$ cat src/rtl/core/edp_pkg.sv
// Shared types, constants and arithmetic helpers for the encoder drive profile block.
// Has no dependencies; every other file of the block imports it.
`timescale 1ns / 1ps

package edp_pkg;

  // Default encoder count width.
  localparam int EDP_COUNT_BITS = 21;

  // Configuration port geometry and register indexes.
  localparam int CFG_IDX_BITS  = 2;
  localparam int CFG_DATA_BITS = 11;
  localparam logic [CFG_IDX_BITS-1:0] CFG_WALL_THRESHOLD = 2'd0;
  localparam logic [CFG_IDX_BITS-1:0] CFG_CREEP_MARGIN   = 2'd1;
  localparam logic [CFG_IDX_BITS-1:0] CFG_BRAKE_MS       = 2'd2;

  localparam logic [10:0] WALL_THRESHOLD_RST = 11'd20;
  localparam logic [9:0]  CREEP_MARGIN_RST   = 10'd10;
  localparam logic [7:0]  BRAKE_MS_RST       = 8'd50;

  // Reported status codes.
  localparam logic [2:0] ST_IDLE = 3'd0;
  localparam logic [2:0] ST_RUN  = 3'd1;
  localparam logic [2:0] ST_DONE = 3'd2;
  localparam logic [2:0] ST_WALL = 3'd3;
  localparam logic [2:0] ST_COLL = 3'd4;

  // Request command codes.
  localparam logic CMD_START  = 1'b0;
  localparam logic CMD_SAMPLE = 1'b1;

  typedef struct packed {
    logic [10:0] wall_threshold;
    logic [9:0]  creep_margin;
    logic [7:0]  brake_ms;
  } cfg_t;

  // Signed division by three, truncated toward zero, by reciprocal multiply.
  // 171/512 is exact for magnitudes up to 128.
  function automatic logic signed [7:0] edp_div3(input logic signed [7:0] p);
    logic [7:0]  m;
    logic [15:0] prod;
    logic [7:0]  q;
    m    = p[7] ? 8'(-p) : 8'(p);
    prod = 16'(m) * 16'd171;
    q    = 8'(prod >> 9);
    return p[7] ? $signed(8'(-q)) : $signed(q);
  endfunction

  // Signed division by ten, truncated toward zero; 205/2048 is exact here.
  function automatic logic signed [7:0] edp_div10(input logic signed [7:0] p);
    logic [7:0]  m;
    logic [15:0] prod;
    logic [7:0]  q;
    m    = p[7] ? 8'(-p) : 8'(p);
    prod = 16'(m) * 16'd205;
    q    = 8'(prod >> 11);
    return p[7] ? $signed(8'(-q)) : $signed(q);
  endfunction

  // Clamp a nine-bit signed motor value to the range -127 to 127.
  function automatic logic signed [7:0] edp_sat127(input logic signed [8:0] v);
    if (v > 9'sd127) begin
      return 8'sd127;
    end else if (v < -9'sd127) begin
      return -8'sd127;
    end
    return v[7:0];
  endfunction

endpackage

$ cat src/rtl/core/edp_req_if.sv
// Request channel interface of the encoder drive profile block.
// Depends on edp_pkg for the default count width.
`timescale 1ns / 1ps

interface edp_req_if
  import edp_pkg::*;
#(
  parameter int COUNT_BITS = EDP_COUNT_BITS
) ();
  logic                         valid;
  logic                         ready;
  logic                         cmd;
  logic signed [7:0]            move_power;
  logic signed [COUNT_BITS-1:0] move_ticks;
  logic signed [COUNT_BITS-1:0] left_count;
  logic signed [COUNT_BITS-1:0] right_count;
  logic signed [11:0]           accel_x;
  logic                         collision_flag;

  modport source (
    output valid, cmd, move_power, move_ticks, left_count, right_count, accel_x,
           collision_flag,
    input  ready
  );
  modport sink (
    input  valid, cmd, move_power, move_ticks, left_count, right_count, accel_x,
           collision_flag,
    output ready
  );
endinterface

$ cat src/rtl/core/edp_rsp_if.sv
// Result channel interface of the encoder drive profile block.
// Depends on edp_pkg for the default count width.
`timescale 1ns / 1ps

interface edp_rsp_if
  import edp_pkg::*;
#(
  parameter int COUNT_BITS = EDP_COUNT_BITS
) ();
  logic                       valid;
  logic                       ready;
  logic signed [7:0]          left_power;
  logic signed [7:0]          right_power;
  logic [2:0]                 status;
  logic signed [COUNT_BITS:0] ticks_left;

  modport source (
    output valid, left_power, right_power, status, ticks_left,
    input  ready
  );
  modport sink (
    input  valid, left_power, right_power, status, ticks_left,
    output ready
  );
endinterface

$ cat src/rtl/core/edp_cfg_regs.sv
// Configuration registers of the encoder drive profile block.
// Depends on edp_pkg for register indexes, reset values and cfg_t.
`timescale 1ns / 1ps

module edp_cfg_regs
  import edp_pkg::*;
(
  input  logic                     clk,
  input  logic                     rst_n,
  input  logic                     cfg_we,
  input  logic [CFG_IDX_BITS-1:0]  cfg_index,
  input  logic [CFG_DATA_BITS-1:0] cfg_wdata,
  output cfg_t                     cfg
);

  cfg_t cfg_r;
  cfg_t cfg_nxt;

  always_comb begin
    cfg_nxt = cfg_r;
    if (cfg_we) begin
      case (cfg_index)
        CFG_WALL_THRESHOLD: cfg_nxt.wall_threshold = cfg_wdata[10:0];
        CFG_CREEP_MARGIN:   cfg_nxt.creep_margin   = cfg_wdata[9:0];
        CFG_BRAKE_MS:       cfg_nxt.brake_ms       = cfg_wdata[7:0];
        default:            cfg_nxt = cfg_r;
      endcase
    end
  end

  always_ff @(posedge clk) begin
    if (!rst_n) begin
      cfg_r.wall_threshold <= WALL_THRESHOLD_RST;
      cfg_r.creep_margin   <= CREEP_MARGIN_RST;
      cfg_r.brake_ms       <= BRAKE_MS_RST;
    end else begin
      cfg_r <= cfg_nxt;
    end
  end

  assign cfg = cfg_r;

endmodule

$ cat src/rtl/core/edp_in_stage.sv
// Input register of the encoder drive profile block.
// Depends on edp_pkg only for the default count width.
`timescale 1ns / 1ps

module edp_in_stage
  import edp_pkg::*;
#(
  parameter int COUNT_BITS = EDP_COUNT_BITS
) (
  input  logic                         clk,
  input  logic                         rst_n,
  input  logic                         in_valid,
  output logic                         in_ready,
  input  logic                         in_cmd,
  input  logic signed [7:0]            in_move_power,
  input  logic signed [COUNT_BITS-1:0] in_move_ticks,
  input  logic signed [COUNT_BITS-1:0] in_left_count,
  input  logic signed [COUNT_BITS-1:0] in_right_count,
  input  logic signed [11:0]           in_accel_x,
  input  logic                         in_collision_flag,
  input  logic                         take,
  output logic                         s1_valid,
  output logic                         s1_cmd,
  output logic signed [7:0]            s1_move_power,
  output logic signed [COUNT_BITS-1:0] s1_move_ticks,
  output logic signed [COUNT_BITS-1:0] s1_left_count,
  output logic signed [COUNT_BITS-1:0] s1_right_count,
  output logic signed [11:0]           s1_accel_x,
  output logic                         s1_collision_flag
);

  logic                         valid_r;
  logic                         valid_nxt;
  logic                         accept;
  logic                         cmd_r;
  logic signed [7:0]            power_r;
  logic signed [COUNT_BITS-1:0] ticks_r;
  logic signed [COUNT_BITS-1:0] left_r;
  logic signed [COUNT_BITS-1:0] right_r;
  logic signed [11:0]           accel_r;
  logic                         coll_r;

  // The register frees up in the same cycle the core takes its request.
  assign in_ready = !valid_r || take;
  assign accept   = in_valid && in_ready;

  always_comb begin
    valid_nxt = valid_r;
    if (accept) begin
      valid_nxt = 1'b1;
    end else if (take) begin
      valid_nxt = 1'b0;
    end
  end

  always_ff @(posedge clk) begin
    if (!rst_n) begin
      valid_r <= 1'b0;
    end else begin
      valid_r <= valid_nxt;
    end
  end

  always_ff @(posedge clk) begin
    if (accept) begin
      cmd_r   <= in_cmd;
      power_r <= in_move_power;
      ticks_r <= in_move_ticks;
      left_r  <= in_left_count;
      right_r <= in_right_count;
      accel_r <= in_accel_x;
      coll_r  <= in_collision_flag;
    end
  end

  assign s1_valid          = valid_r;
  assign s1_cmd            = cmd_r;
  assign s1_move_power     = power_r;
  assign s1_move_ticks     = ticks_r;
  assign s1_left_count     = left_r;
  assign s1_right_count    = right_r;
  assign s1_accel_x        = accel_r;
  assign s1_collision_flag = coll_r;

endmodule

$ cat src/rtl/core/edp_core.sv
// Move sequencer and result register of the encoder drive profile block.
// Depends on edp_pkg for status codes, cfg_t and the divide and clamp helpers.
`timescale 1ns / 1ps

module edp_core
  import edp_pkg::*;
#(
  parameter int COUNT_BITS = EDP_COUNT_BITS
) (
  input  logic                         clk,
  input  logic                         rst_n,
  input  cfg_t                         cfg,
  input  logic                         s1_valid,
  input  logic                         s1_cmd,
  input  logic signed [7:0]            s1_move_power,
  input  logic signed [COUNT_BITS-1:0] s1_move_ticks,
  input  logic signed [COUNT_BITS-1:0] s1_left_count,
  input  logic signed [COUNT_BITS-1:0] s1_right_count,
  input  logic signed [11:0]           s1_accel_x,
  input  logic                         s1_collision_flag,
  output logic                         take,
  output logic                         out_valid,
  input  logic                         out_ready,
  output logic signed [7:0]            out_left_power,
  output logic signed [7:0]            out_right_power,
  output logic [2:0]                   out_status,
  output logic signed [COUNT_BITS:0]   out_ticks_left
);

  localparam int CW = COUNT_BITS;
  localparam int TW = COUNT_BITS + 1;

  typedef enum logic [2:0] {
    PH_IDLE, PH_FULL, PH_SLOW, PH_BRAKE, PH_DONE, PH_WALL, PH_COLL
  } phase_t;

  phase_t ph_r, ph_nxt;
  logic signed [7:0]    q3_r, q3_nxt;      // power / 3
  logic signed [7:0]    q10_r, q10_nxt;    // power / 10
  logic signed [7:0]    brk_r, brk_nxt;    // -(power / 2)
  logic signed [7:0]    pwr_r, pwr_nxt;
  logic signed [CW-1:0] tgt_r, tgt_nxt;
  logic [7:0]           bc_r, bc_nxt;
  logic signed [TW-1:0] hl_r, hl_nxt;
  logic                 ov_r, ov_nxt;
  logic signed [7:0]    lp_r, lp_nxt;
  logic signed [7:0]    rp_r, rp_nxt;
  logic [2:0]           st_r, st_nxt;
  logic signed [TW-1:0] tl_r, tl_nxt;

  logic [CW-1:0]        al, ar, at;
  logic [CW+3:0]        al10, at9;
  logic [CW:0]          al_m;
  logic [11:0]          aa;
  logic signed [7:0]    rmod, dl;
  logic                 full_go, slow_chk, slow_go, enter_brake, driving, braking;
  logic                 wall_hit;
  logic [7:0]           bc_cur, bc_dec;

  assign take = s1_valid && (!ov_r || out_ready);

  // Magnitudes; the most negative count wraps to its correct unsigned value.
  assign al = s1_left_count[CW-1]  ? CW'(-s1_left_count)  : CW'(s1_left_count);
  assign ar = s1_right_count[CW-1] ? CW'(-s1_right_count) : CW'(s1_right_count);
  assign at = tgt_r[CW-1]          ? CW'(-tgt_r)          : CW'(tgt_r);
  assign aa = s1_accel_x[11]       ? 12'(-s1_accel_x)     : 12'(s1_accel_x);

  assign al10 = ({4'b0, al} << 3) + ({4'b0, al} << 1);
  assign at9  = ({4'b0, at} << 3) + {4'b0, at};
  assign al_m = {1'b0, al} + (CW+1)'(cfg.creep_margin);

  assign full_go     = (ph_r == PH_FULL) && (al10 < at9);
  assign slow_chk    = ((ph_r == PH_FULL) && !full_go) || (ph_r == PH_SLOW);
  assign slow_go     = slow_chk && (al_m < {1'b0, at});
  assign enter_brake = slow_chk && !slow_go;
  assign driving     = full_go || slow_go;
  assign braking     = enter_brake || (ph_r == PH_BRAKE);
  assign bc_cur      = enter_brake ? cfg.brake_ms : bc_r;
  assign bc_dec      = bc_cur - 8'd1;
  assign wall_hit    = aa > {1'b0, cfg.wall_threshold};

  always_comb begin
    if (al > ar) begin
      rmod = q10_r;
    end else if (al < ar) begin
      rmod = -q10_r;
    end else begin
      rmod = 8'sd0;
    end
    dl = full_go ? pwr_r : q3_r;
  end

  always_comb begin
    ph_nxt  = ph_r;
    pwr_nxt = pwr_r;
    q3_nxt  = q3_r;
    q10_nxt = q10_r;
    brk_nxt = brk_r;
    tgt_nxt = tgt_r;
    bc_nxt  = bc_r;
    hl_nxt  = hl_r;
    lp_nxt  = lp_r;
    rp_nxt  = rp_r;
    st_nxt  = st_r;
    tl_nxt  = tl_r;
    ov_nxt  = ov_r && !out_ready;
    if (take) begin
      ov_nxt = 1'b1;
      lp_nxt = 8'sd0;
      rp_nxt = 8'sd0;
      tl_nxt = '0;
      if (s1_cmd == CMD_START) begin
        pwr_nxt = s1_move_power;
        q3_nxt  = edp_div3(s1_move_power);
        q10_nxt = edp_div10(s1_move_power);
        brk_nxt = -(s1_move_power >>> 1)
                  - $signed({7'b0, s1_move_power[7] & s1_move_power[0]});
        tgt_nxt = s1_move_ticks;
        hl_nxt  = '0;
        ph_nxt  = PH_FULL;
      end else if (driving) begin
        if (wall_hit) begin
          ph_nxt = PH_WALL;
        end else if (s1_collision_flag) begin
          ph_nxt = PH_COLL;
          hl_nxt = {tgt_r[CW-1], tgt_r} - {s1_left_count[CW-1], s1_left_count};
        end else begin
          ph_nxt = full_go ? PH_FULL : PH_SLOW;
          lp_nxt = edp_sat127({dl[7], dl});
          rp_nxt = edp_sat127({dl[7], dl} + {rmod[7], rmod});
        end
      end else if (braking) begin
        if (bc_cur == 8'd0) begin
          ph_nxt = PH_DONE;
        end else if (s1_collision_flag) begin
          ph_nxt = PH_COLL;
          hl_nxt = -$signed({{(TW-8){1'b0}}, bc_cur});
        end else begin
          ph_nxt = PH_BRAKE;
          bc_nxt = bc_dec;
          lp_nxt = brk_r;
          rp_nxt = brk_r;
          tl_nxt = -$signed({{(TW-8){1'b0}}, bc_dec});
        end
      end
      case (ph_nxt)
        PH_FULL, PH_SLOW, PH_BRAKE: st_nxt = ST_RUN;
        PH_DONE:                    st_nxt = ST_DONE;
        PH_WALL:                    st_nxt = ST_WALL;
        PH_COLL: begin
          st_nxt = ST_COLL;
          tl_nxt = hl_nxt;
        end
        default:                    st_nxt = ST_IDLE;
      endcase
    end
  end

  always_ff @(posedge clk) begin
    if (!rst_n) begin
      ph_r <= PH_IDLE;
      ov_r <= 1'b0;
    end else begin
      ph_r <= ph_nxt;
      ov_r <= ov_nxt;
    end
    pwr_r <= pwr_nxt;
    q3_r  <= q3_nxt;
    q10_r <= q10_nxt;
    brk_r <= brk_nxt;
    tgt_r <= tgt_nxt;
    bc_r  <= bc_nxt;
    hl_r  <= hl_nxt;
    lp_r  <= lp_nxt;
    rp_r  <= rp_nxt;
    st_r  <= st_nxt;
    tl_r  <= tl_nxt;
  end

  assign out_valid       = ov_r;
  assign out_left_power  = lp_r;
  assign out_right_power = rp_r;
  assign out_status      = st_r;
  assign out_ticks_left  = tl_r;

  // A start always answers running with both motors off.
  a_start_result: assert property (@(posedge clk) disable iff (!rst_n)
    (take && s1_cmd == CMD_START) |=>
      (st_r == ST_RUN && lp_r == 8'sd0 && rp_r == 8'sd0 && tl_r == '0))
    else $error("start request did not produce a clean running result");

  // Samples before any start report idle.
  a_idle_sample: assert property (@(posedge clk) disable iff (!rst_n)
    (take && s1_cmd == CMD_SAMPLE && ph_r == PH_IDLE) |=> (st_r == ST_IDLE))
    else $error("sample in idle reported a non-idle status");

  // A wall abort stops both motors and reports no remaining ticks.
  a_wall_quiet: assert property (@(posedge clk) disable iff (!rst_n)
    (ov_r && st_r == ST_WALL) |-> (lp_r == 8'sd0 && rp_r == 8'sd0 && tl_r == '0))
    else $error("wall abort result drives the motors");

  // A braking countdown applies the same command to both sides.
  a_brake_even: assert property (@(posedge clk) disable iff (!rst_n)
    (ov_r && st_r == ST_RUN && tl_r != '0) |-> (lp_r == rp_r))
    else $error("braking sample drives the sides unevenly");

endmodule

$ cat src/rtl/core/encoder_drive_profile_top.sv
// Top level of the encoder drive profile block: configuration registers,
// input register and move sequencer. Depends on edp_pkg, edp_req_if and edp_rsp_if.
`timescale 1ns / 1ps

// The block sequences one straight drive move from one-millisecond sensor
// requests. A start request (cmd 0) latches the drive power and the target
// tick count; each sample request (cmd 1) returns one result with the left and
// right motor commands, the move status and the remaining tick or brake
// count. The move runs at full power until the left encoder reaches nine
// tenths of the target, then at a third of the power until it is within the
// creep margin, then brakes at minus half the power for brake_ms samples.
// The right side is trimmed by a tenth of the power toward the slower wheel.
// A wall hit on the accelerometer while driving, or the external collision
// flag while driving or braking, aborts the move. Every request yields exactly
// one result. The block accepts a request in every clock cycle as long as
// results are taken. An accepted request waits in the input register until
// the sequencer takes it and writes its result into the result register,
// which raises out_chan.valid. That step waits only while the result
// register still holds an untaken result. A result waiting on a stalled
// output does not block the next request from entering the input register.
// Configuration is written through cfg_we, cfg_index and cfg_wdata; the user
// must write it only while no request is in flight, as the block does not
// enforce this. Writes to an index outside the three registers are ignored.
module encoder_drive_profile_top
  import edp_pkg::*;
#(
  parameter int COUNT_BITS = EDP_COUNT_BITS
) (
  input  logic                     clk,
  input  logic                     rst_n,
  edp_req_if.sink                  in_chan,
  edp_rsp_if.source                out_chan,
  input  logic                     cfg_we,
  input  logic [CFG_IDX_BITS-1:0]  cfg_index,
  input  logic [CFG_DATA_BITS-1:0] cfg_wdata
);

  cfg_t cfg;

  logic                         take;
  logic                         s1_valid;
  logic                         s1_cmd;
  logic signed [7:0]            s1_move_power;
  logic signed [COUNT_BITS-1:0] s1_move_ticks;
  logic signed [COUNT_BITS-1:0] s1_left_count;
  logic signed [COUNT_BITS-1:0] s1_right_count;
  logic signed [11:0]           s1_accel_x;
  logic                         s1_collision_flag;

  // Register values take effect for the next request the sequencer handles.
  edp_cfg_regs u_cfg (
    .clk       (clk),
    .rst_n     (rst_n),
    .cfg_we    (cfg_we),
    .cfg_index (cfg_index),
    .cfg_wdata (cfg_wdata),
    .cfg       (cfg)
  );

  // The input register holds one request until the sequencer takes it.
  edp_in_stage #(
    .COUNT_BITS (COUNT_BITS)
  ) u_in (
    .clk               (clk),
    .rst_n             (rst_n),
    .in_valid          (in_chan.valid),
    .in_ready          (in_chan.ready),
    .in_cmd            (in_chan.cmd),
    .in_move_power     (in_chan.move_power),
    .in_move_ticks     (in_chan.move_ticks),
    .in_left_count     (in_chan.left_count),
    .in_right_count    (in_chan.right_count),
    .in_accel_x        (in_chan.accel_x),
    .in_collision_flag (in_chan.collision_flag),
    .take              (take),
    .s1_valid          (s1_valid),
    .s1_cmd            (s1_cmd),
    .s1_move_power     (s1_move_power),
    .s1_move_ticks     (s1_move_ticks),
    .s1_left_count     (s1_left_count),
    .s1_right_count    (s1_right_count),
    .s1_accel_x        (s1_accel_x),
    .s1_collision_flag (s1_collision_flag)
  );

  // The sequencer updates the move state and loads the result register
  // whenever a request waits and that register is empty or its result is taken.
  edp_core #(
    .COUNT_BITS (COUNT_BITS)
  ) u_core (
    .clk               (clk),
    .rst_n             (rst_n),
    .cfg               (cfg),
    .s1_valid          (s1_valid),
    .s1_cmd            (s1_cmd),
    .s1_move_power     (s1_move_power),
    .s1_move_ticks     (s1_move_ticks),
    .s1_left_count     (s1_left_count),
    .s1_right_count    (s1_right_count),
    .s1_accel_x        (s1_accel_x),
    .s1_collision_flag (s1_collision_flag),
    .take              (take),
    .out_valid         (out_chan.valid),
    .out_ready         (out_chan.ready),
    .out_left_power    (out_chan.left_power),
    .out_right_power   (out_chan.right_power),
    .out_status        (out_chan.status),
    .out_ticks_left    (out_chan.ticks_left)
  );

endmodule
$ cat src/flat_wrapper.sv
// flat-port wrapper written by rule: the top's interface ports become plain ports
module encoder_drive_profile_top_flat import edp_pkg::*;
#(
  parameter int COUNT_BITS = EDP_COUNT_BITS
)
  (clk, rst_n, cfg_we, cfg_index, cfg_wdata, in_chan_valid, in_chan_cmd, in_chan_move_power, in_chan_move_ticks, in_chan_left_count, in_chan_right_count, in_chan_accel_x, in_chan_collision_flag, in_chan_ready, out_chan_valid, out_chan_left_power, out_chan_right_power, out_chan_status, out_chan_ticks_left, out_chan_ready);
  edp_req_if #(.COUNT_BITS(COUNT_BITS)) in_chan_i ();
  edp_rsp_if #(.COUNT_BITS(COUNT_BITS)) out_chan_i ();
  input  logic clk;
  input  logic rst_n;
  input  logic cfg_we;
  input  logic [CFG_IDX_BITS-1:0] cfg_index;
  input  logic [CFG_DATA_BITS-1:0] cfg_wdata;
  input wire logic [$bits(in_chan_i.valid)-1:0] in_chan_valid;
  input wire logic [$bits(in_chan_i.cmd)-1:0] in_chan_cmd;
  input wire logic [$bits(in_chan_i.move_power)-1:0] in_chan_move_power;
  input wire logic [$bits(in_chan_i.move_ticks)-1:0] in_chan_move_ticks;
  input wire logic [$bits(in_chan_i.left_count)-1:0] in_chan_left_count;
  input wire logic [$bits(in_chan_i.right_count)-1:0] in_chan_right_count;
  input wire logic [$bits(in_chan_i.accel_x)-1:0] in_chan_accel_x;
  input wire logic [$bits(in_chan_i.collision_flag)-1:0] in_chan_collision_flag;
  output wire logic [$bits(in_chan_i.ready)-1:0] in_chan_ready;
  output wire logic [$bits(out_chan_i.valid)-1:0] out_chan_valid;
  output wire logic [$bits(out_chan_i.left_power)-1:0] out_chan_left_power;
  output wire logic [$bits(out_chan_i.right_power)-1:0] out_chan_right_power;
  output wire logic [$bits(out_chan_i.status)-1:0] out_chan_status;
  output wire logic [$bits(out_chan_i.ticks_left)-1:0] out_chan_ticks_left;
  input wire logic [$bits(out_chan_i.ready)-1:0] out_chan_ready;
  assign in_chan_i.valid = in_chan_valid;
  assign in_chan_i.cmd = in_chan_cmd;
  assign in_chan_i.move_power = in_chan_move_power;
  assign in_chan_i.move_ticks = in_chan_move_ticks;
  assign in_chan_i.left_count = in_chan_left_count;
  assign in_chan_i.right_count = in_chan_right_count;
  assign in_chan_i.accel_x = in_chan_accel_x;
  assign in_chan_i.collision_flag = in_chan_collision_flag;
  assign in_chan_ready = in_chan_i.ready;
  assign out_chan_valid = out_chan_i.valid;
  assign out_chan_left_power = out_chan_i.left_power;
  assign out_chan_right_power = out_chan_i.right_power;
  assign out_chan_status = out_chan_i.status;
  assign out_chan_ticks_left = out_chan_i.ticks_left;
  assign out_chan_i.ready = out_chan_ready;
  encoder_drive_profile_top #(.COUNT_BITS(COUNT_BITS)) u_core (.clk(clk), .rst_n(rst_n), .in_chan(in_chan_i), .out_chan(out_chan_i), .cfg_we(cfg_we), .cfg_index(cfg_index), .cfg_wdata(cfg_wdata));
endmodule
$ cat config.mk
export PLATFORM = sky130hd
export DESIGN_NAME = encoder_drive_profile_top_flat
export DESIGN_NICKNAME = d
export VERILOG_FILES = /design/src/rtl/core/edp_pkg.sv /design/src/rtl/core/edp_req_if.sv /design/src/rtl/core/edp_rsp_if.sv /design/src/rtl/core/edp_cfg_regs.sv /design/src/rtl/core/edp_in_stage.sv /design/src/rtl/core/edp_core.sv /design/src/rtl/core/encoder_drive_profile_top.sv /design/src/flat_wrapper.sv
export SDC_FILE = /design/constraint.sdc
export NUM_CORES = 1
export LEC_CHECK = 0
export ABC_AREA = 1
export BUFFER_PORTS_ARGS = -buffer_cell sky130_fd_sc_hd__buf_2
export CAP_MARGIN = 20
export CORE_MARGIN = 5
export CORE_UTILIZATION = 62
export CTS_CLUSTER_SIZE = 28
export DETAILED_ROUTE_END_ITERATION = 10
export PLACE_DENSITY = 0.79
export SLEW_MARGIN = 10
export SYNTH_ARGS = -nofsm -noshare
export SYNTH_HDL_FRONTEND = slang
export SYNTH_SLANG_ARGS = --single-unit
export TNS_END_PERCENT = 10
$ cat constraint.sdc
create_clock -name clk -period 10.4 [get_ports clk]
set_input_delay 1.04 -clock clk [delete_from_list [all_inputs] [get_ports clk]]
set_output_delay 1.04 -clock clk [all_outputs]
set_load 0.02 [all_outputs]
# == Word-level counts from Yosys, hierarchy flattened ==
# Index checks and enable logic that the tools add are counted.
# op_classes
magnitude_cmp,9
bitwise_logic,5
muxes,66
n_addsub,18
n_reduce_logical,26
n_mul,2
eq_ne,11
# ops
op,count
22-bit 2-to-1 mux,13
8-bit 2-to-1 mux,20
21-bit 2-to-1 mux,3
21-bit negator,3
8-bit negator with 22-bit output,2
8-bit by 8-bit multiplier with 16-bit output (second input constant),2
24-bit by 21-bit adder with 25-bit output,1
24-bit by 22-bit adder with 25-bit output,1
25-bit less-than comparator,1
3-bit 2-to-1 mux,8
21-bit by 10-bit adder with 22-bit output,1
22-bit by 21-bit less-than comparator with 1-bit output,1
21-bit by 21-bit subtractor with 22-bit output,1
21-bit > comparator,1
21-bit less-than comparator,1
1-bit 2-to-1 mux,17
7-bit negator with 8-bit output,2
8-bit negator,2
3-bit by 2-bit equality test with 1-bit output (second input constant),4
12-bit by 11-bit > comparator with 1-bit output,1
12-bit 2-to-1 mux,1
12-bit negator,1
3-bit case mux with 4 select lines,1
8-bit by 8-bit adder with 9-bit output,1
other kinds (25),48
# totals
elab_cells,163
out_inout_bits,43
in_bits,103
register_bits,243

# == Logic depth before layout (Yosys ltp) ==
# Gate-level depths: netlist of the first run.
# depth
ltp_word,21
depth_mapped,48
depth_no_buf,46

# == Hierarchy ==
# A second synthesis of the first run with hierarchy kept.
# unflattened
hier_cells,2411
area_unflattened_um2,20007.9
# by_module_without_submodules
module,area_each_um2,n_inst,cells_each,seq_area_each_um2
edp_core,16179.3,1,2143,3803.6
edp_in_stage,2603.7,1,92,2572.5
edp_cfg_regs,1224.9,1,176,580.6

# == Worst setup path after synthesis of the first run ==
# OpenSTA, ideal clock, no wires.
# synth_timing
path_type,register -> register
startpoint,register u_core.u_core.tgt_r[20]
endpoint,"register u_core.u_core.rp_r[1] (netlist: u_core.u_core.out_right_power[1]), data pin"
synth_period_minus_slack_ns,7.793
slack_ns,2.607
stages_incl_launch_ff,42
arrival_ns,7.646
cell_sequence,edfxtp_1 clkbuf_1 clkbuf_1 nand2_1 xor2_1 ha_1 inv_1 fa_1 o21ai_0 a21oi_1 o21bai_1 nand3_1 nand2_1 nand3b_1 nand2_1 nand2_1 o21ai_0 nand2_1 (+6 left out) nor3_1 a221oi_1 nand2_1 nor3_1 inv_1 o21ai_0 ha_1 fa_1 a21oi_1 o21bai_1 a21oi_1 o21ai_0 nand2_1 a22oi_1 a21oi_1 nor4_1 o21ai_0 a21oi_1
# synth_between
elab_chain_cells,19
word_cells_on_any_way,34
cone_classes,3 x add/sub; 4 x order compare; 17 x mux; 10 x reduce/logical
# synth_rtl
item,line_no,text
"start, declared",edp_core.sv:42,"logic signed [CW-1:0] tgt_r, tgt_nxt;"
"start signal, assigned",edp_core.sv:171,tgt_r <= tgt_nxt;
21-bit negator,edp_core.sv:65,assign at = tgt_r[CW-1] ? CW'(-tgt_r) : CW'(tgt_r);
21-bit 2-to-1 mux (*),edp_core.sv:65,
24-bit by 21-bit adder with 25-bit output,edp_core.sv:69,"assign at9 = ({4'b0, at} << 3) + {4'b0, at};"
25-bit less-than comparator,edp_core.sv:72,assign full_go = (ph_r == PH_FULL) && (al10 < at9);
1-bit logical AND,edp_core.sv:72,
8-bit 2-to-1 mux,edp_core.sv:90,dl = full_go ? pwr_r : q3_r;
8-bit by 8-bit adder with 9-bit output,edp_core.sv:130,"rp_nxt = edp_sat127({dl[7], dl} + {rmod[7], rmod});"
9-bit by 8-bit less-than comparator with 1-bit output,edp_pkg.sv:65,end else if (v < -9'sd127) begin
(+3 left out),-,
1-bit 2-to-1 mux,edp_core.sv:122,if (wall_hit) begin
1-bit 2-to-1 mux,edp_core.sv:121,end else if (driving) begin
1-bit 2-to-1 mux,edp_core.sv:112,if (s1_cmd == CMD_START) begin
1-bit 2-to-1 mux,edp_core.sv:107,if (take) begin
8-bit 2-to-1 mux,edp_pkg.sv:68,return v[7:0];
8-bit 2-to-1 mux,edp_core.sv:124,end else if (s1_collision_flag) begin
8-bit 2-to-1 mux,edp_core.sv:122,
8-bit 2-to-1 mux (*),edp_core.sv:121,
"end signal, assigned",edp_core.sv:175,rp_r <= rp_nxt;
"end, declared",edp_core.sv:47,"logic signed [7:0] rp_r, rp_nxt;"
# Every way passes the cells marked *; elsewhere a longest branch is shown, timed or not. The select of a mux whose other input is x is not followed.
# A chain may end at the register's enable or synchronous reset.

# == Worst setup path in the final report of the first run ==
# layout_timing
startpoint,register u_core.u_in.left_r[0] (netlist: u_core.u_in.s1_left_count[0])
endpoint,"register u_core.u_core.rp_r[2] (netlist: u_core.u_core.out_right_power[2]), data pin"
# layout_between
elab_chain_cells,19
word_cells_on_any_way,39
cone_classes,4 x add/sub; 6 x order compare; 19 x mux; 10 x reduce/logical
# layout_rtl
item,line_no,text
"start, declared",edp_in_stage.sv:38,logic signed [COUNT_BITS-1:0] left_r;
"start signal, assigned",edp_in_stage.sv:69,left_r <= in_left_count;
21-bit negator,edp_core.sv:63,assign al = s1_left_count[CW-1] ? CW'(-s1_left_count) : CW'(s1_left_count);
21-bit 2-to-1 mux (*),edp_core.sv:63,
24-bit by 22-bit adder with 25-bit output,edp_core.sv:68,"assign al10 = ({4'b0, al} << 3) + ({4'b0, al} << 1);"
25-bit less-than comparator,edp_core.sv:72,
1-bit logical AND,edp_core.sv:72,
8-bit 2-to-1 mux,edp_core.sv:90,
8-bit by 8-bit adder with 9-bit output,edp_core.sv:130,
9-bit by 8-bit less-than comparator with 1-bit output,edp_pkg.sv:65,
(+3 left out),-,
1-bit 2-to-1 mux,edp_core.sv:122,
1-bit 2-to-1 mux,edp_core.sv:121,
1-bit 2-to-1 mux,edp_core.sv:112,
1-bit 2-to-1 mux,edp_core.sv:107,
8-bit 2-to-1 mux,edp_pkg.sv:68,
8-bit 2-to-1 mux,edp_core.sv:124,
8-bit 2-to-1 mux,edp_core.sv:122,
8-bit 2-to-1 mux (*),edp_core.sv:121,
# Marks and branches as above.

==> results of run 1 <==
-- layer usage --
| layer | global-route usage (%) | vias up | part of all wire [%] |
|---|---|---|---|
| met1 | 32.8 | 7781 | 40 |
| met3 | 4.13 | 118 | 6.2 |
| met4 | 9.50 | 10 | 3.6 |
| li1 | - | 8300 | - |
| met5 | 0 | - | 0.14 |
| met2 | 49.4 | 530 | 50 |
-- report_power, final --
part / total (uW) / internal, uW / leakage (uW) / switching [uW]
sequential: 1190 / 1150 / 0.00226 / 40.1
combinational: 1380 / 530 / 0.00791 / 846
clock: 900 / 506 / 0.000404 / 394
total: 3470 / 2190 / 0.0106 / 1280
-- repair_timing --
item,4_1_cts,5_1_grt
setup buffers,0,0
gates resized for setup,0,1
endpoints found under the setup margin,0,6
-- path summary, 6_finish.rpt --
| path | start | to | depth (start not counted) |
|---|---|---|---|
| worst max-delay path | u_core.u_in.s1_left_count[0] | u_core.u_core.out_right_power[2] | 41 |
| worst min-delay path | u_core.u_in.s1_move_ticks[0] | u_core.u_core.tgt_r[0] | 0 |
| worst max register to register | u_core.u_in.s1_left_count[0] | u_core.u_core.out_right_power[2] | 41 |
| worst min register to register | u_core.u_in.s1_move_ticks[0] | u_core.u_core.tgt_r[0] | 0 |
-- logic make-up (layout without fill, tap and decap cells) --
group	count (synthesis)	in the layout	share of synthesized area, %
xor+xnor	165	165	7.33
compound gates	371	371	10.5
fa+ha+maj	268	268	18.0
mux	5	5	0.253
buf+inv	391	566	7.57
simple gates	938	938	21.2
other cells	1	3	0.0189
flops	243	243	35.1
-- cells in the mapped netlist, types with 3 or more instances --
library cell and instances:
nand3b_1 9, a31oi_1 21, clkinv_1 5, o21ai_1 4, nor4_1 12, nand2_4 8, inv_1 343, xnor2_1 45
o211ai_1 13, inv_2 13, or2_2 7, nor2_4 4, a21boi_0 5, a21oi_1 160, edfxtp_1 209, clkbuf_1 24
a21o_1 10, mux2i_1 5, a211oi_1 3, nor3_1 30, ha_1 240, xor2_1 119, o21a_1 5, nor2_1 177
nand2_2 39, nand3_2 8, nand4_1 20, o21ai_0 115, nor2_2 12, nand3_1 130, o21bai_1 7, fa_1 28
nand2_1 473, o221ai_1 3, dfxtp_1 34, o31ai_1 12
-- flip-flops by register name, summed over array words and instances, names as in the netlist, 8 cells and up --
name	count
u_core.u_cfg.cfg	29
u_core.u_core.hl_r	22
u_core.u_core.out_ticks_left	22
u_core.u_core.tgt_r	21
u_core.u_in.s1_left_count	21
u_core.u_in.s1_move_ticks	21
u_core.u_in.s1_right_count	21
u_core.u_in.s1_accel_x	12
u_core.u_core.bc_r	8
u_core.u_core.brk_r	8
u_core.u_core.out_left_power	8
u_core.u_core.out_right_power	8
u_core.u_core.pwr_r	8
u_core.u_core.q10_r	8
u_core.u_core.q3_r	8
u_core.u_in.s1_move_power	8
-- through the flow --
stage / total power (uW) / util (%) / worst slack, ns
2_1_floorplan: 2240 / - / 2.61
3_3_place_gp: 2520 / 66.5 / 1.42
3_5_place_dp: 2570 / 66.5 / 0.924
4_1_cts: 3480 / 69.2 / 0.909
5_1_grt: 3730 / 69.3 / 0.160
6_report: 3470 / 69.3 / 1.21
-- final cells by class --
cell class                      count  share of cell area (%)
Clock buffer                       39                    3.43
Antenna cell                        2                  0.0229
Inverter                          361                    6.20
Timing Repair Buffer              157                    3.82
Sequential cell                   243                    31.8
Tap cell                          402                    2.30
Clock inverter                      9                   0.389
Multi-Input combinational cell   1748                    52.0
==> metrics.csv, run 1 <==
metric,value,unit
status,"complete, no violations",
drive_above_1_share,11.8,%
fin_nets,2908,
fin_cells,2961,
path_delay_family,compound AO/OA/AOI/OAI gates,
grt_use_total,27.1,%
synth_area_leaders,"edfxtp_1 32%, ha_1 15%, nand2_1 9.0%",
cts_root_buffer,clkbuf_16,
rsz0062_at_grt,no,
worst_slew_pin_slew,0.980,ns
path_class,flip-flop to flip-flop,
overflow,0,
routedWlPerCell,16.6,um
grt_max_degree,86,
syn_avg_cell_area,8.32,sq um
worst_ep_required_time,10.80,ns
antenna_found_initial,7,
die_area,35600,sq um
num_vias,16739,
cts.htree.levels,1,
postSynthNetCount,2753,
dr.pass1.iters,5,
cap_viol_max_count,0,
ir_worst_vdd,201,uV
final_common_cell,nand2_1,
wl,49100,um
die_h,189,um
min_period,9.19,ns
grt_pass1_wl,79600,um
synth-seq-cells,243,
postRouteAntennaNets,0,
synthFlopType,edfxtp_1,
finClkSkew,0.0245,ns
mostFrequentLayoutCells,"473 x nand2_1, 341 x inv_1, 240 x ha_1",
finalSetupViolCount,0,
hpwlAfterDp,38700,um
max_stage_delay,0.62,ns
io_buffer_count,145,
fin_tns_setup,0,ns
pin_count,146,
areaGrowthSynthToFinish,10.3,%
gp_congestion,0.963,
rows,65,
ys.warnings.count,0,
r2r_slack,1.21,ns
ctsHoldBuffers,0,
fmax,109,MHz
cts_buffers,26,
crit_path_end_kind,flip-flop,
seq_area_frac_synth,35.1,%
syn-cell-area,19800,sq um
cp_data_arrival_time,9.59,ns
clock_sinks,243,
finalMaxSlewViolations,0,
drc_errors,0,
synth_edf_count,209,
first_iter_violations,1210,
final-seq-area,6960,sq um
slew-limit-headroom,34.5,%
cp_max_fo,8,
p_leak,0.0106,uW
vias_per_cell,5.65,
cts_tree,done,
multi_input_area,11400,sq um
synth.top_cell.area_share,31.7,%
finalHoldViolations,0,
cts.reportedPaths.clkPinSlew,0.06,ns
fin_area,21900,sq um
clockBufferDepth,3,
core_region_area,31600,sq um
holdCritPathClass,flip-flop to flip-flop,
start_util,62.8,%
cp_slowest_cell,nor4_1,
die_w,189,um
whs,0.417,ns
yosysUniqueCellTypes,59,
min_period_over_period,88.3,%
cp_num_buf_inv,3,
dpl_cell_area,21000,sq um
power_per_cell_area,159,nW/um^2
dp.cells,2910,
grt_pass1_vias,16507,
synthCells,2382,
startpoint_type,flip-flop,
fillers,2565,
yosysTopAreaCell,edfxtp_1,
clk_latency,0.55,ns
async_flop_share,0,%
Power figures use the tool's default switching activity.
==> run 2: changes to the inputs <==
--- a/config.mk
+++ b/config.mk
@@ -9,10 +9,10 @@
 export BUFFER_PORTS_ARGS = -buffer_cell sky130_fd_sc_hd__buf_2
 export CAP_MARGIN = 20
 export CORE_MARGIN = 5
-export CORE_UTILIZATION = 62
+export CORE_UTILIZATION = 65
 export CTS_CLUSTER_SIZE = 28
 export DETAILED_ROUTE_END_ITERATION = 10
-export PLACE_DENSITY = 0.79
+export PLACE_DENSITY = 0.82
 export SLEW_MARGIN = 10
 export SYNTH_ARGS = -nofsm -noshare
 export SYNTH_HDL_FRONTEND = slang
==> constraint.sdc (replaced) <==
create_clock -name clk -period 11.3 [get_ports clk]
set_input_delay 1.13 -clock clk [delete_from_list [all_inputs] [get_ports clk]]
set_output_delay 1.13 -clock clk [all_outputs]
set_load 0.02 [all_outputs]
==> metrics.csv, run 2 (synthesis gave the netlist of run 1 again) <==
metric,value,unit,change
min_period_over_period,88.3,%,about the same
drive_above_1_share,11.7,%,-0.064 points
cts.reportedPaths.clkPinSlew,0.07,ns,about the same
p_leak,0.0106,uW,about the same
postRouteAntennaNets,0,,unchanged
mostFrequentLayoutCells,"473 x nand2_1, 341 x inv_1, 240 x ha_1",,
overflow,0,,unchanged
crit_path_end_kind,flip-flop,,
slew-limit-headroom,27.3,%,-7.2 points
cp_slowest_cell,nor3_1,,
min_delay_path_depth,0,,unchanged
holdCritPathClass,flip-flop to flip-flop,,
fmax,100,MHz,-7.9%
setup_ws,1.33,ns,+0.111 ns
ctsHoldBuffers,0,,unchanged
dr.pass1.iters,6,,+1
first_iter_violations,1344,,+11%
finalMaxSlewViolations,0,,unchanged
cts_buffers,27,,+3.8%
die_area,34100,sq um,-4.4%
grt_max_degree,67,,-22%
finalSetupViolCount,0,,unchanged
cts_tree,done,,
cts_root_buffer,clkbuf_16,,
startpoint_type,flip-flop,,
grt_pass1_vias,16990,,+2.9%
final-seq-area,6960,sq um,unchanged
clock_sinks,243,,unchanged
num_vias,16921,,+1.1%
largest_reg_flops,29,,unchanged
drc_errors,0,,unchanged
wl,51100,um,+4.1%
max_stage_delay,0.89,ns,+0.27 ns
postCtsResizedCells,0,,unchanged
grt_pass1_wl,82500,um,+3.6%
core_region_area,30300,sq um,-3.8%
final_common_cell,nand2_1,,
io_buffer_count,145,,unchanged
gp_congestion,0.952,,-1.2%
vias_per_cell,5.73,,+1.3%
cp_data_arrival_time,10.38,ns,+0.79 ns
r2r_slack,1.33,ns,+0.11 ns
cp-startpoint,u_core.u_in.s1_left_count[20],,
rows,64,,-1.5%
finalHoldViolations,0,,unchanged
start_util,65.3,%,+2.5 points
rsz0062_at_grt,no,,
reg2reg_from,u_core.u_in.s1_left_count[20],,
r2r_end,u_core.u_core.out_right_power[2],,
min_period,9.97,ns,+0.789 ns
die_w,185,um,-2.2%
r2r_cells,40,,-2.4%
die_h,185,um,-2.2%
power_per_cell_area,149,nW/um^2,-6.0%
status,"complete, no violations",,
cap_viol_max_count,0,,unchanged
fillers,2386,,-7.0%
fin_tns_setup,0,ns,unchanged
dp.cells,2902,,-0.27%
fin_cells,2954,,-0.24%
hpwlAfterDp,40100,um,+3.6%
routedWlPerCell,17.3,um,+4.4%
crit_end,u_core.u_core.out_right_power[2],,
fin_nets,2906,,-0.069%
cp_max_fo,24,,+16
path_class,flip-flop to flip-flop,,
finClkSkew,0.0159,ns,-0.00862 ns
clockBufferDepth,3,,unchanged
worst_slew_pin_slew,1.08,ns,+0.102 ns
ir_worst_vdd,230,uV,+14%
grt_use_total,29.9,%,+2.7 points
multi_input_area,11400,sq um,about the same
worst_ep_required_time,11.71,ns,+0.91 ns
pre_cts_ws,1.51,ns,+0.589 ns
clk_latency,0.56,ns,about the same
whs,0.427,ns,+0.0101 ns
antenna_found_initial,4,,-3
post_cts_buffers,0,,unchanged
cts.htree.levels,1,,unchanged
areaGrowthSynthToFinish,10.3,%,about the same
pin_count,146,,unchanged
-- run 2: cell types whose count changed in the layout (fill, tap and decap cells not counted), sizes merged --
cell	delta
buf	-3
bufinv	+2
clkinv	-2
diode	+2
clkbuf	+1
clkinvlp	-1
-- run 2: worst min-delay path by stage --
| stage | endpoint | slack, ns | startpoint |
|---|---|---|---|
| after floorplan | u_core.u_core.tgt_r[0] | 0.40 | u_core.u_in.s1_move_ticks[0] |
| after global placement | u_core.u_core.tgt_r[10] | 0.41 | u_core.u_in.s1_move_ticks[10] |
| after detailed placement | u_core.u_core.tgt_r[15] | 0.40 | u_core.u_in.s1_move_ticks[15] |
| after CTS | u_core.u_core.tgt_r[10] | 0.43 | u_core.u_in.s1_move_ticks[10] |
| after global routing | u_core.u_core.tgt_r[10] | 0.45 | u_core.u_in.s1_move_ticks[10] |
| final | u_core.u_core.tgt_r[10] | 0.43 | u_core.u_in.s1_move_ticks[10] |
-- run 2: report_power, final --
group / switching [uW] / leakage, uW / internal [uW]
combinational: 787 / 0.00789 / 485
clock: 369 / 0.000436 / 518
sequential: 39.4 / 0.00226 / 1060
-- run 2: worst max-delay path: cells and delay by family (launching register included) --
family                   cells  cell delay, ns
XOR/XNOR                     2            0.55
adder cells (fa/ha/maj)      5            1.27
AND/OR/NAND/NOR             15            3.17
flip-flops                   1            0.85
buffers and inverters        3            0.59
AO/OA/AOI/OAI               15            3.36
-- run 2: final cells by class --
type / count / share of cell area [%]
clock buffers: 40 / 3.51
repair buffers: 154 / 3.62
multi-input cells: 1748 / 52.0
inverters: 361 / 6.21
well taps: 396 / 2.27
clock inverters: 8 / 0.515
diodes: 4 / 0.0458
flip-flops and latches: 243 / 31.8
-- run 2: metrics by stage --
| stage | util [%] | power (uW) | area [sq um] |
|---|---|---|---|
| final | 72.0 | 3260 | 21900 |
| after detailed placement | 69.1 | 2380 | 21000 |
| after global placement | 69.1 | 2330 | 21000 |
| after CTS | 72.0 | 3270 | 21800 |
| after floorplan | - | 2060 | 19800 |
| after global routing | 72.0 | 3500 | 21900 |
-- run 2: layer usage --
layer	share of wire, %	wire (um)	up-vias	track usage [%]
met2	51	25900	594	54.9
met4	3.7	1910	4	9.85
met5	0.053	27	-	0
li1	-	-	8290	-
met3	6.1	3120	122	3.79
met1	39	20200	7911	36.4
